<file path="config.mk">
export PLATFORM = sky130hd
export DESIGN_NAME = cbor_head_stream_decoder_unit
export DESIGN_NICKNAME = d
export VERILOG_FILES = /design/src/rtl/core/cbor_hd_pkg.sv /design/src/rtl/core/cbor_head_stream_decoder_unit.sv
export SDC_FILE = /design/constraint.sdc
export NUM_CORES = 1
export LEC_CHECK = 0
export BUFFER_PORTS_ARGS = -buffer_cell sky130_fd_sc_hd__buf_2
export CORE_ASPECT_RATIO = 0.75
export CORE_MARGIN = 2
export CORE_UTILIZATION = 60
export CTS_CLUSTER_SIZE = 16
export DETAILED_ROUTE_END_ITERATION = 12
export GPL_ROUTABILITY_DRIVEN = 0
export HOLD_SLACK_MARGIN = 0.1
export PLACE_DENSITY = 0.9
export RECOVER_POWER = 25
export SYNTH_ARGS = -nofsm -noshare
export SYNTH_HDL_FRONTEND = slang
export SYNTH_SLANG_ARGS = --single-unit
</file>
<file path="constraint.sdc">
create_clock -name clk -period 15.7 [get_ports clk]
set_input_delay 1.57 -clock clk [delete_from_list [all_inputs] [get_ports clk]]
set_output_delay 1.57 -clock clk [all_outputs]
set_load 0.02 [all_outputs]
</file>
<file path="src/rtl/core/cbor_hd_pkg.sv">
package cbor_hd_pkg;

	localparam int unsigned ARG_W  = 64;
	localparam int unsigned BYTE_W = 8;
	localparam int unsigned CNT_W  = 4;

	localparam logic [4:0] INFO_MASK       = 5'h1F;
	localparam logic [4:0] INFO_DIRECT_MAX = 5'd23;
	localparam logic [4:0] INFO_ARG8       = 5'd24;
	localparam logic [4:0] INFO_ARG16      = 5'd25;
	localparam logic [4:0] INFO_ARG32      = 5'd26;
	localparam logic [4:0] INFO_ARG64      = 5'd27;

	localparam logic [2:0] MT_BSTR = 3'd2;
	localparam logic [2:0] MT_TSTR = 3'd3;

	localparam logic KIND_HEAD    = 1'b0;
	localparam logic KIND_PAYLOAD = 1'b1;

	typedef enum logic [1:0] {
		PH_IDLE    = 2'd0,
		PH_COLLECT = 2'd1,
		PH_PAYLOAD = 2'd2
	} phase_t;

	typedef struct packed {
		logic              kind;
		logic [2:0]        major_type;
		logic [ARG_W-1:0]  argument;
		logic [BYTE_W-1:0] payload_byte;
		logic              malformed;
		logic              last_payload;
	} result_t;

endpackage

</file>
<file path="src/rtl/core/cbor_head_stream_decoder_unit.sv">
// CBOR data item head decoder, one stream byte per input transfer.
// Input channel: in_valid/in_ready with in_byte, the next byte of the stream.
// Output channel: out_valid/out_ready with kind, major_type, argument,
// payload_byte, malformed and last_payload. A head result (kind 0) carries the
// major type and decoded argument; a payload result (kind 1) carries one byte
// of a byte or text string, with last_payload on the final byte.
// Initial bytes with info 0..23 or 28..31 and every payload byte give one
// result; argument bytes of a 1/2/4/8 byte argument give none until the last.
// Each result is registered, in the output register or, while an earlier
// result waits, in the skid register. Throughput: one byte per cycle while
// in_ready is high, set by the single register stage after the decode logic.
// A two-entry output buffer (output register plus skid register) lets the
// block take one more byte while a result waits; in_ready drops only while
// both entries are full, and it comes from a register.
// Reset (arst_n low, asynchronous): the decoder expects an initial byte and
// the output buffer is empty.
module cbor_head_stream_decoder_unit (
	input  logic                            clk,
	input  logic                            arst_n,
	input  logic                            in_valid,
	output logic                            in_ready,
	input  logic [cbor_hd_pkg::BYTE_W-1:0]  in_byte,
	output logic                            out_valid,
	input  logic                            out_ready,
	output logic                            kind,
	output logic [2:0]                      major_type,
	output logic [cbor_hd_pkg::ARG_W-1:0]   argument,
	output logic [cbor_hd_pkg::BYTE_W-1:0]  payload_byte,
	output logic                            malformed,
	output logic                            last_payload
);
	import cbor_hd_pkg::*;

	phase_t             phase_q, phase_nxt;
	logic [2:0]         major_q, major_nxt;
	logic [CNT_W-1:0]   cnt_q, cnt_nxt;
	logic [ARG_W-1:0]   acc_q, acc_nxt;
	logic [ARG_W-1:0]   rem_q, rem_nxt;

	result_t            res;
	logic               res_valid;
	logic               head_done;
	logic               head_malf;
	logic [ARG_W-1:0]   head_arg;
	logic [4:0]         info;
	logic               to_payload;

	result_t            out_q, skid_q;
	logic               out_valid_q, skid_valid_q;
	logic               accept, push, pop;

	assign accept = in_valid && in_ready;
	assign info   = in_byte[4:0] & INFO_MASK;

	// Datapath and result decode
	always_comb begin
		res          = '0;
		res_valid    = 1'b0;
		head_done    = 1'b0;
		head_malf    = 1'b0;
		head_arg     = '0;
		major_nxt    = major_q;
		cnt_nxt      = cnt_q;
		acc_nxt      = acc_q;
		rem_nxt      = rem_q;
		case (phase_q)
			PH_COLLECT: begin
				acc_nxt  = {acc_q[ARG_W-BYTE_W-1:0], in_byte};
				cnt_nxt  = cnt_q - CNT_W'(1);
				head_arg = acc_nxt;
				if (cnt_nxt == '0) begin
					head_done = 1'b1;
				end
			end
			PH_PAYLOAD: begin
				res_valid          = 1'b1;
				res.kind           = KIND_PAYLOAD;
				res.major_type     = major_q;
				res.payload_byte   = in_byte;
				res.last_payload   = (rem_q[ARG_W-1:1] == '0);
				rem_nxt            = res.last_payload ? '0 : rem_q - ARG_W'(1);
			end
			default: begin
				major_nxt = in_byte[7:5];
				acc_nxt   = '0;
				case (info) inside
					[5'd0:INFO_DIRECT_MAX]: begin
						head_done = 1'b1;
						head_arg  = ARG_W'(info);
					end
					INFO_ARG8:  cnt_nxt = CNT_W'(1);
					INFO_ARG16: cnt_nxt = CNT_W'(2);
					INFO_ARG32: cnt_nxt = CNT_W'(4);
					INFO_ARG64: cnt_nxt = CNT_W'(8);
					default: begin
						head_done = 1'b1;
						head_malf = 1'b1;
					end
				endcase
			end
		endcase
		to_payload = head_done && !head_malf && head_arg != '0
			&& (major_nxt == MT_BSTR || major_nxt == MT_TSTR);
		if (head_done) begin
			res_valid      = 1'b1;
			res.kind       = KIND_HEAD;
			res.major_type = major_nxt;
			res.argument   = head_arg;
			res.malformed  = head_malf;
			rem_nxt        = to_payload ? head_arg : '0;
		end
	end

	// Next phase
	always_comb begin
		phase_nxt = phase_q;
		unique case (phase_q)
			PH_COLLECT: begin
				if (cnt_nxt == '0) begin
					phase_nxt = to_payload ? PH_PAYLOAD : PH_IDLE;
				end
			end
			PH_PAYLOAD: begin
				if (res.last_payload) begin
					phase_nxt = PH_IDLE;
				end
			end
			default: begin
				if (head_done) begin
					phase_nxt = to_payload ? PH_PAYLOAD : PH_IDLE;
				end else begin
					phase_nxt = PH_COLLECT;
				end
			end
		endcase
	end

	always_ff @(posedge clk or negedge arst_n) begin
		if (!arst_n) begin
			phase_q <= PH_IDLE;
			cnt_q   <= '0;
		end else if (accept) begin
			phase_q <= phase_nxt;
			cnt_q   <= cnt_nxt;
		end
	end

	always_ff @(posedge clk or negedge arst_n) begin
		if (!arst_n) begin
			major_q <= '0;
			acc_q   <= '0;
			rem_q   <= '0;
		end else if (accept) begin
			major_q <= major_nxt;
			acc_q   <= acc_nxt;
			rem_q   <= rem_nxt;
		end
	end

	// Output register with skid entry
	assign push = accept && res_valid;
	assign pop  = out_valid_q && out_ready;

	always_ff @(posedge clk or negedge arst_n) begin
		if (!arst_n) begin
			out_valid_q  <= 1'b0;
			skid_valid_q <= 1'b0;
		end else if (skid_valid_q) begin
			if (pop) begin
				skid_valid_q <= 1'b0;
			end
		end else if (push) begin
			if (out_valid_q && !pop) begin
				skid_valid_q <= 1'b1;
			end else begin
				out_valid_q <= 1'b1;
			end
		end else if (pop) begin
			out_valid_q <= 1'b0;
		end
	end

	always_ff @(posedge clk) begin
		if (skid_valid_q) begin
			if (pop) begin
				out_q <= skid_q;
			end
		end else if (push) begin
			if (out_valid_q && !pop) begin
				skid_q <= res;
			end else begin
				out_q <= res;
			end
		end
	end

	assign in_ready     = !skid_valid_q;
	assign out_valid    = out_valid_q;
	assign kind         = out_q.kind;
	assign major_type   = out_q.major_type;
	assign argument     = out_q.argument;
	assign payload_byte = out_q.payload_byte;
	assign malformed    = out_q.malformed;
	assign last_payload = out_q.last_payload;

`ifndef NO_ASSERTIONS
	a_skid_implies_out: assert property (@(posedge clk) disable iff (!arst_n)
		skid_valid_q |-> out_valid_q)
		else $error("skid entry held while output register empty");

	a_collect_cnt: assert property (@(posedge clk) disable iff (!arst_n)
		phase_q == PH_COLLECT |-> cnt_q != '0)
		else $error("collecting argument bytes with zero count");

	a_payload_rem: assert property (@(posedge clk) disable iff (!arst_n)
		phase_q == PH_PAYLOAD |-> rem_q != '0)
		else $error("passing payload with nothing remaining");

	a_head_no_payload_fields: assert property (@(posedge clk) disable iff (!arst_n)
		out_valid_q && out_q.kind == KIND_HEAD |->
			out_q.payload_byte == '0 && !out_q.last_payload)
		else $error("head result carries payload fields");
`endif

endmodule
</file>
==> impl_metrics.csv, run 1 <==
group,metric,value,unit
yosys,syn_avg_cell_area,10.46,µm²
final_layout,syn2layout_area_growth,10.99,%
critical_path,startpoint,"phase_q[1]",
power_and_ir_drop,power,3.257,mW
critical_path,critPathMaxStageDelay,2.09,ns
global_routing,grtUsageMet3,0.05854,
global_routing,grt_start_max_net_pins,113,
yosys,ys_async_sr_fraction,0.4564,
global_routing,grt_pass1_vias,9617,
sta,finalHoldViolCount,0,
power_and_ir_drop,seq_power_share,0.361,
yosys,synth-edff-count,156,
power_and_ir_drop,switching_power,1.407,mW
sta,rsz0062_at_grt,"no",
clock_network,ctsRootBufferMaster,"clkbuf_16",
clock_network,cts_resized,0,
clock_network,clockBufferDepth,3,
placement,dp_worst_setup_slack,11.29,ns
sta,clock_skew,0.01231,ns
clock_network,numCtsBuffers,27,
detailed_routing,drc_errors,0,
yosys,yosysUniqueCellTypes,61,
clock_network,clock_latency,0.55,ns
power_and_ir_drop,ir_worst_vdd,0.1366,mV
final_layout,n_antenna_cell,0,
sta,timing.setup.tns,0,ns
final_layout,fin_area,14530,µm²
power_and_ir_drop,comb_power_share,0.432,
run_status,status,"finished, violations left",
floorplan,rows,46,
yosys,synth_fp_nets,1268,
global_routing,top_usage_layer,"met1",
critical_path,crit_type,"reg2reg",
yosys,ys_ff_latch,287,
sta,max_freq,0.1301,GHz
sta,holdWs,0.5067,ns
yosys,synth_warnings,0,
floorplan,boundaryPins,92,
final_layout,n_fill_cell,1594,
run_status,violations,"max-capacitance violations, max-slew violations",
final_layout,final_cell_mix,"277 x nand2_1, 159 x o21ai_0, 156 x edfxtp_1, 130 x dfrtp_1, 96 x clkbuf_1",
detailed_routing,vias_per_cell,6.329,
floorplan,dieArea,23030,µm²
power_and_ir_drop,powerDensity,224.2,nW/µm²
critical_path,regToRegEndpoint,"rem_q[10]",
floorplan,dieWidth,174.6,µm
clock_network,h-tree-depth,1,
final_layout,final_common_cell,"nand2_1",
clock_network,cts_hold_buf,0,
power_and_ir_drop,pwr-share-clk,0.207,
final_layout,nNetsFinal,1327,
sta,slew_headroom,-1.194,
sta,post-route-period-util,0.4894,
critical_path,critPathSlowestCell,"clkbuf_1",
floorplan,die_h,131.9,µm
power_and_ir_drop,p_sw_frac,0.4320,
sta,period_minus_slack,7.684,ns
critical_path,r2r_slack,8.02,ns
clock_network,cts_tree,"built",
clock_network,clk_pin_slew,0.07,ns
critical_path,reg2regPathDepth,12,
critical_path,r2r_start,"phase_q[1]",
yosys,synth_area,13090,µm²
critical_path,critical_path_arrival,8.06,ns
run,maxCapViolations,3,
detailed_routing,dr.pass1.iters,6,
sta,fin_ws,8.016,ns
detailed_routing,drt-total-wl,32.13,mm
min_path,hold_path.class,"reg2reg",
global_routing,antenna_found_initial,1,
placement,io_buffer_count,91,
critical_path,critPathCapture,"rem_q[10]",
detailed_routing,vias,10250,
clock_network,postCtsSetupRepairBufs,0,
floorplan,fp.coreArea,21300,µm²
critical_path,endpoint_kind,"register",
global_routing,use_met2,0.4078,
power_and_ir_drop,internal-power,1.850,mW
critical_path,crit_path_frequent_cell,"clkbuf_1",
sta,finalSetupViolCount,0,
floorplan,initial_utilization,0.6147,
global_routing,grt_overflow,0,
clock_network,cts.sinks,287,
detailed_routing,drt.antenna.violating_nets,0,
detailed_routing,wl_per_cell,19.85,µm
yosys,synth_ff_type,"edfxtp_1",
global_routing,grt_use_total,0.2768,
sta,worst_pin_slew,3.291,ns
detailed_routing,drtIter0Drc,1514,
global_routing,grt_pass1_wl,51.29,mm
global_routing,met1_usage,0.4090,
critical_path,crit_required,16.08,ns
placement,dpl_cell_area,13740,µm²
sta,slew_viol_final,189,
final_layout,layout-drive-gt1-share,0.08790,
critical_path,crit_chain,"inv_1 > ha_1 > clkbuf_1 > nand3b_1 > nor4_4 > clkbuf_1 > nor2_1 > o41ai_2 > buf_4 > nand2_1 > o311ai_0 > o221ai_1",
critical_path,cp_max_fo,64,
critical_path,start_kind,"register",
power_and_ir_drop,power_leakage,5.938,nW
yosys,synth_seq_area_share,0.6082,
yosys,netlist_instances,1251,
placement,hpwl,21.05,mm
sequential cells by signal (all words and copies together), names as in the netlist, 2 cells and up:
register      cells
acc_q            56
argument         64
cnt_q             4
major_q           3
major_type        3
payload_byte      8
phase_q           2
rem_q            64
skid_q           78
synth_stat cells, types with 9 or more instances:
| master | count | area [µm²] |
|---|---|---|
| nand2_1 | 277 | 1040 |
| or3_1 | 22 | 137.6 |
| o221ai_1 | 18 | 157.7 |
| nor2_1 | 45 | 168.9 |
| nand3_1 | 20 | 100.1 |
| or4_1 | 11 | 82.58 |
| dfrtp_1 | 131 | 3278 |
| edfxtp_1 | 156 | 4684 |
| mux2_2 | 28 | 315.3 |
| nor3_1 | 21 | 105.1 |
| nor4_1 | 29 | 181.4 |
| clkbuf_1 | 61 | 229.0 |
| or2_2 | 11 | 68.82 |
| and2_1 | 23 | 143.9 |
| o21ai_0 | 159 | 795.8 |
| a22o_1 | 10 | 87.58 |
| o211ai_1 | 19 | 142.6 |
| inv_1 | 69 | 259.0 |
| a21oi_1 | 22 | 110.1 |
| nand4_1 | 9 | 56.30 |
cell type report:
class / count / area [µm²] / share of cell area
sequential: 287 / 7964 / 0.5481
multi-input combinational: 823 / 4617 / 0.3177
clock buffer: 40 / 775.7 / 0.05339
timing repair buffer: 101 / 416.7 / 0.02867
tap: 288 / 360.3 / 0.02480
inverter: 70 / 262.8 / 0.01808
clock inverter: 10 / 133.9 / 0.009214
critical path: cells and delay by family (launching register included):
kind	cells	cell delay (ns)
AO/OA/AOI/OAI	3	0.67
adder cells (fa/ha/maj)	1	0.13
flip-flops	1	0.40
AND/OR/NAND/NOR	4	1.67
buffers and inverters	4	4.61
layer usage:
layer / wire, µm / up-vias / part of all wire
met4: 1289 / 2 / 0.040
met2: 13920 / 633 / 0.43
met5: 13 / - / 0.00040
met3: 3321 / 97 / 0.10
met1: 13590 / 4903 / 0.42
li1: - / 4612 / -
power by group through the flow:
stage | Sequential [mW] | Combinational, mW | Clock [mW]
after floorplan | 1.29 | 0.907 | 0
after global placement | 1.17 | 1.34 | 0
after detailed placement | 1.18 | 1.38 | 0
after CTS | 1.17 | 1.40 | 0.676
after global routing | 1.20 | 1.52 | 0.704
final | 1.18 | 1.41 | 0.673
through the flow:
step | cells | util
after floorplan | 1251 | -
final | 1619 | 0.6823
after global placement | 1569 | 0.6452
after detailed placement | 1569 | 0.6452
after CTS | 1619 | 0.6879
after global routing | 1619 | 0.6823
worst min-delay path by stage:
stage	startpoint	to	slack, ns	cells after the start
2_1_floorplan	rem_q[38]	rem_q[38]	0.46	1
3_3_place_gp	rem_q[38]	rem_q[38]	0.48	1
3_5_place_dp	rem_q[38]	rem_q[38]	0.48	1
4_1_cts	rem_q[38]	rem_q[38]	0.50	1
5_1_grt	rem_q[38]	rem_q[38]	0.53	1
6_report	rem_q[38]	rem_q[38]	0.51	1
cell families (layout without fill, tap and decap cells):
kind of cell,Yosys count,after routing,share of synthesized area
buffers and inverters,141,221,0.04138
DFF,287,287,0.6082
and+or+nand+nor,496,496,0.1766
AOI/OAI and AO/OA,291,291,0.1427
muxes,30,30,0.02561
xor gates and xnor gates,1,1,0.0006691
adders and majority gates,5,5,0.004779
No activity file was read; power rests on OpenSTA's default activity.
==> inputs of run 2 (changes only) <==
clock period = 7.7 ns   (was 15.7 ns; I/O delays follow)
==> run 2 against run 1 <==
  * The run still ends with max-capacitance violations, max-slew violations left
  * Combinational power is 100% higher
  * Count of clock-buffer cells in the layout stayed put
  * Clock power is 98% higher
  * Setup slack worse by 5.7 ns
  * Clock skew is 0.011 ns higher
  * Highest routed layer is now met4
==> impl_metrics.csv, run 2 (synthesized netlist as in run 1, its figures left out) <==
group,metric,value,unit
sta,timing.setup.tns,0,ns
global_routing,antenna_found_initial,0,
sta,period_minus_slack,5.409,ns
final_layout,seq_area,7964,µm²
placement,hpwl,21.16,mm
final_layout,multi_input_area,4619,µm²
critical_path,crit_chain,"inv_1 > ha_2 > clkbuf_1 > nor2b_1 > o41ai_1 > a21oi_1 > nand2_1 > o211ai_1",
sta,clock_skew,0.02326,ns
clock_network,clk_pin_slew,0.06,ns
critical_path,endpoint_kind,"register",
sta,finalSetupViolCount,0,
critical_path,cp_max_fo,62,
run,maxCapViolations,3,
sta,finalHoldViolCount,0,
global_routing,grt_start_max_net_pins,113,
global_routing,grt_pass1_wl,51.33,mm
detailed_routing,vias_per_cell,6.253,
critical_path,critPathSlowestCell,"clkbuf_1",
final_layout,n_fill_cell,1597,
floorplan,dieArea,23030,µm²
critical_path,crit_required,8.15,ns
clock_network,cts_tree,"built",
clock_network,cts_resized,0,
clock_network,ctsRootBufferMaster,"clkbuf_16",
final_layout,n_antenna_cell,0,
critical_path,crit_type,"reg2reg",
sta,slew_viol_final,197,
global_routing,grt_use_total,0.2790,
final_layout,syn2layout_area_growth,10.80,%
clock_network,numCtsBuffers,27,
clock_network,postCtsSetupRepairBufs,0,
final_layout,largest_reg_flops,78,
clock_network,cts_hold_buf,0,
global_routing,grt_pass1_vias,9500,
clock_network,cts.sinks,287,
final_layout,layout-drive-gt1-share,0.09016,
sta,worst_pin_slew,3.132,ns
floorplan,initial_utilization,0.6147,
clock_network,h-tree-depth,1,
critical_path,critical_path_buf_inv_count,2,
final_layout,fin_util,0.6811,
floorplan,die_h,131.9,µm
sta,post-route-period-util,0.7024,
sta,slew_headroom,-1.088,
critical_path,critical_path_arrival,5.86,ns
power_and_ir_drop,ir_worst_vdd,0.2576,mV
detailed_routing,drc_errors,0,
final_layout,top_register,"skid_q",
detailed_routing,drt-total-wl,32.01,mm
critical_path,critPathMaxStageDelay,2.03,ns
detailed_routing,dr.pass1.iters,6,
sta,rsz0062_at_grt,"no",
floorplan,dieWidth,174.6,µm
final_layout,final_common_cell,"nand2_1",
clock_network,clockBufferDepth,3,
floorplan,fp.coreArea,21300,µm²
floorplan,rows,46,
global_routing,grt_overflow,0,
detailed_routing,wl_per_cell,19.77,µm
final_layout,final_cell_mix,"277 x nand2_1, 159 x o21ai_0, 156 x edfxtp_1, 130 x dfrtp_1, 92 x clkbuf_1",
power_and_ir_drop,powerDensity,454.5,nW/µm²
min_path,hold_path.class,"in2reg",
clock_network,clock_latency,0.56,ns
floorplan,boundaryPins,92,
run_status,status,"finished, violations left",
run_status,violations,"max-capacitance violations, max-slew violations",
critical_path,start_kind,"register",
sta,max_freq,0.1849,GHz
final_layout,nNetsFinal,1327,
critical_path,crit_family,"buffers and inverters",
power_and_ir_drop,power_leakage,5.934,nW
detailed_routing,drtIter0Drc,1299,
detailed_routing,vias,10120,
detailed_routing,drt.antenna.violating_nets,0,
placement,io_buffer_count,91,
[run 2: cell count changes in the layout (fill, tap and decap cells not counted), sizes merged]
cell,previous run,this run
clkbuf,127,121
inv,72,71
buf,14,20
clkinv,4,5
[run 2: final timing paths]
path,cells after the start,start,slack (ns),end
min,2,out_ready,0.44,skid_valid_q
max in group asynchronous,2,arst_n,3.25,skid_valid_q
max,8,phase_q[1],2.29,rem_q[33]
min reg2reg,1,rem_q[38],0.50,rem_q[38]
min in group asynchronous,1,arst_n,1.24,cnt_q[3]
max reg2reg,8,phase_q[1],2.29,rem_q[33]
[run 2: metrics by stage]
| stage | worst slack [ns] | cell area, µm² | instances | power (mW) | hold slack (ns) |
|---|---|---|---|---|---|
| 6_report | 2.291 | 14510 | 1619 | 6.592 | 0.4442 |
| 5_1_grt | 2.056 | 14510 | 1619 | 6.970 | 0.4376 |
| 4_1_cts | 2.777 | 14610 | 1619 | 6.585 | 0.2868 |
| 3_5_place_dp | 2.792 | 13740 | 1569 | 5.230 | 0.4772 |
| 3_3_place_gp | 3.103 | 13740 | 1569 | 5.101 | 0.4800 |
| 2_1_floorplan | 1.254 | 13090 | 1251 | 4.471 | 0.4580 |
[run 2: layout make-up]
class / instances / share of cell area
inverter: 70 / 0.01811
multi-input combinational: 823 / 0.3185
timing repair buffer: 101 / 0.02933
clock inverter: 10 / 0.009575
tap: 288 / 0.02484
sequential: 287 / 0.5490
clock buffer: 40 / 0.05063
[run 2: worst register-to-register path: stages, from the launching register on]
cell and delay (ns):
dfrtp_1 0.39, inv_1 0.06, ha_2 0.17, clkbuf_1 2.03, nor2b_1 0.55, o41ai_1 0.17
a21oi_1 0.72, nand2_1 0.76, o211ai_1 0.45
[run 2: routing by layer]
layer  vias to the layer above  GRT usage  wire, µm
li1                       4635          -         -
met1                      4796     0.4049     13400
met2                       597     0.4142     14090
met3                        96    0.06949      3346
met4                         0    0.09722      1171
met5                         -          0         0
[run 2: power breakdown]
group          internal, mW  switching [mW]
Sequential             2.14           0.268
Clock                 0.764           0.565
Combinational         0.836            2.02
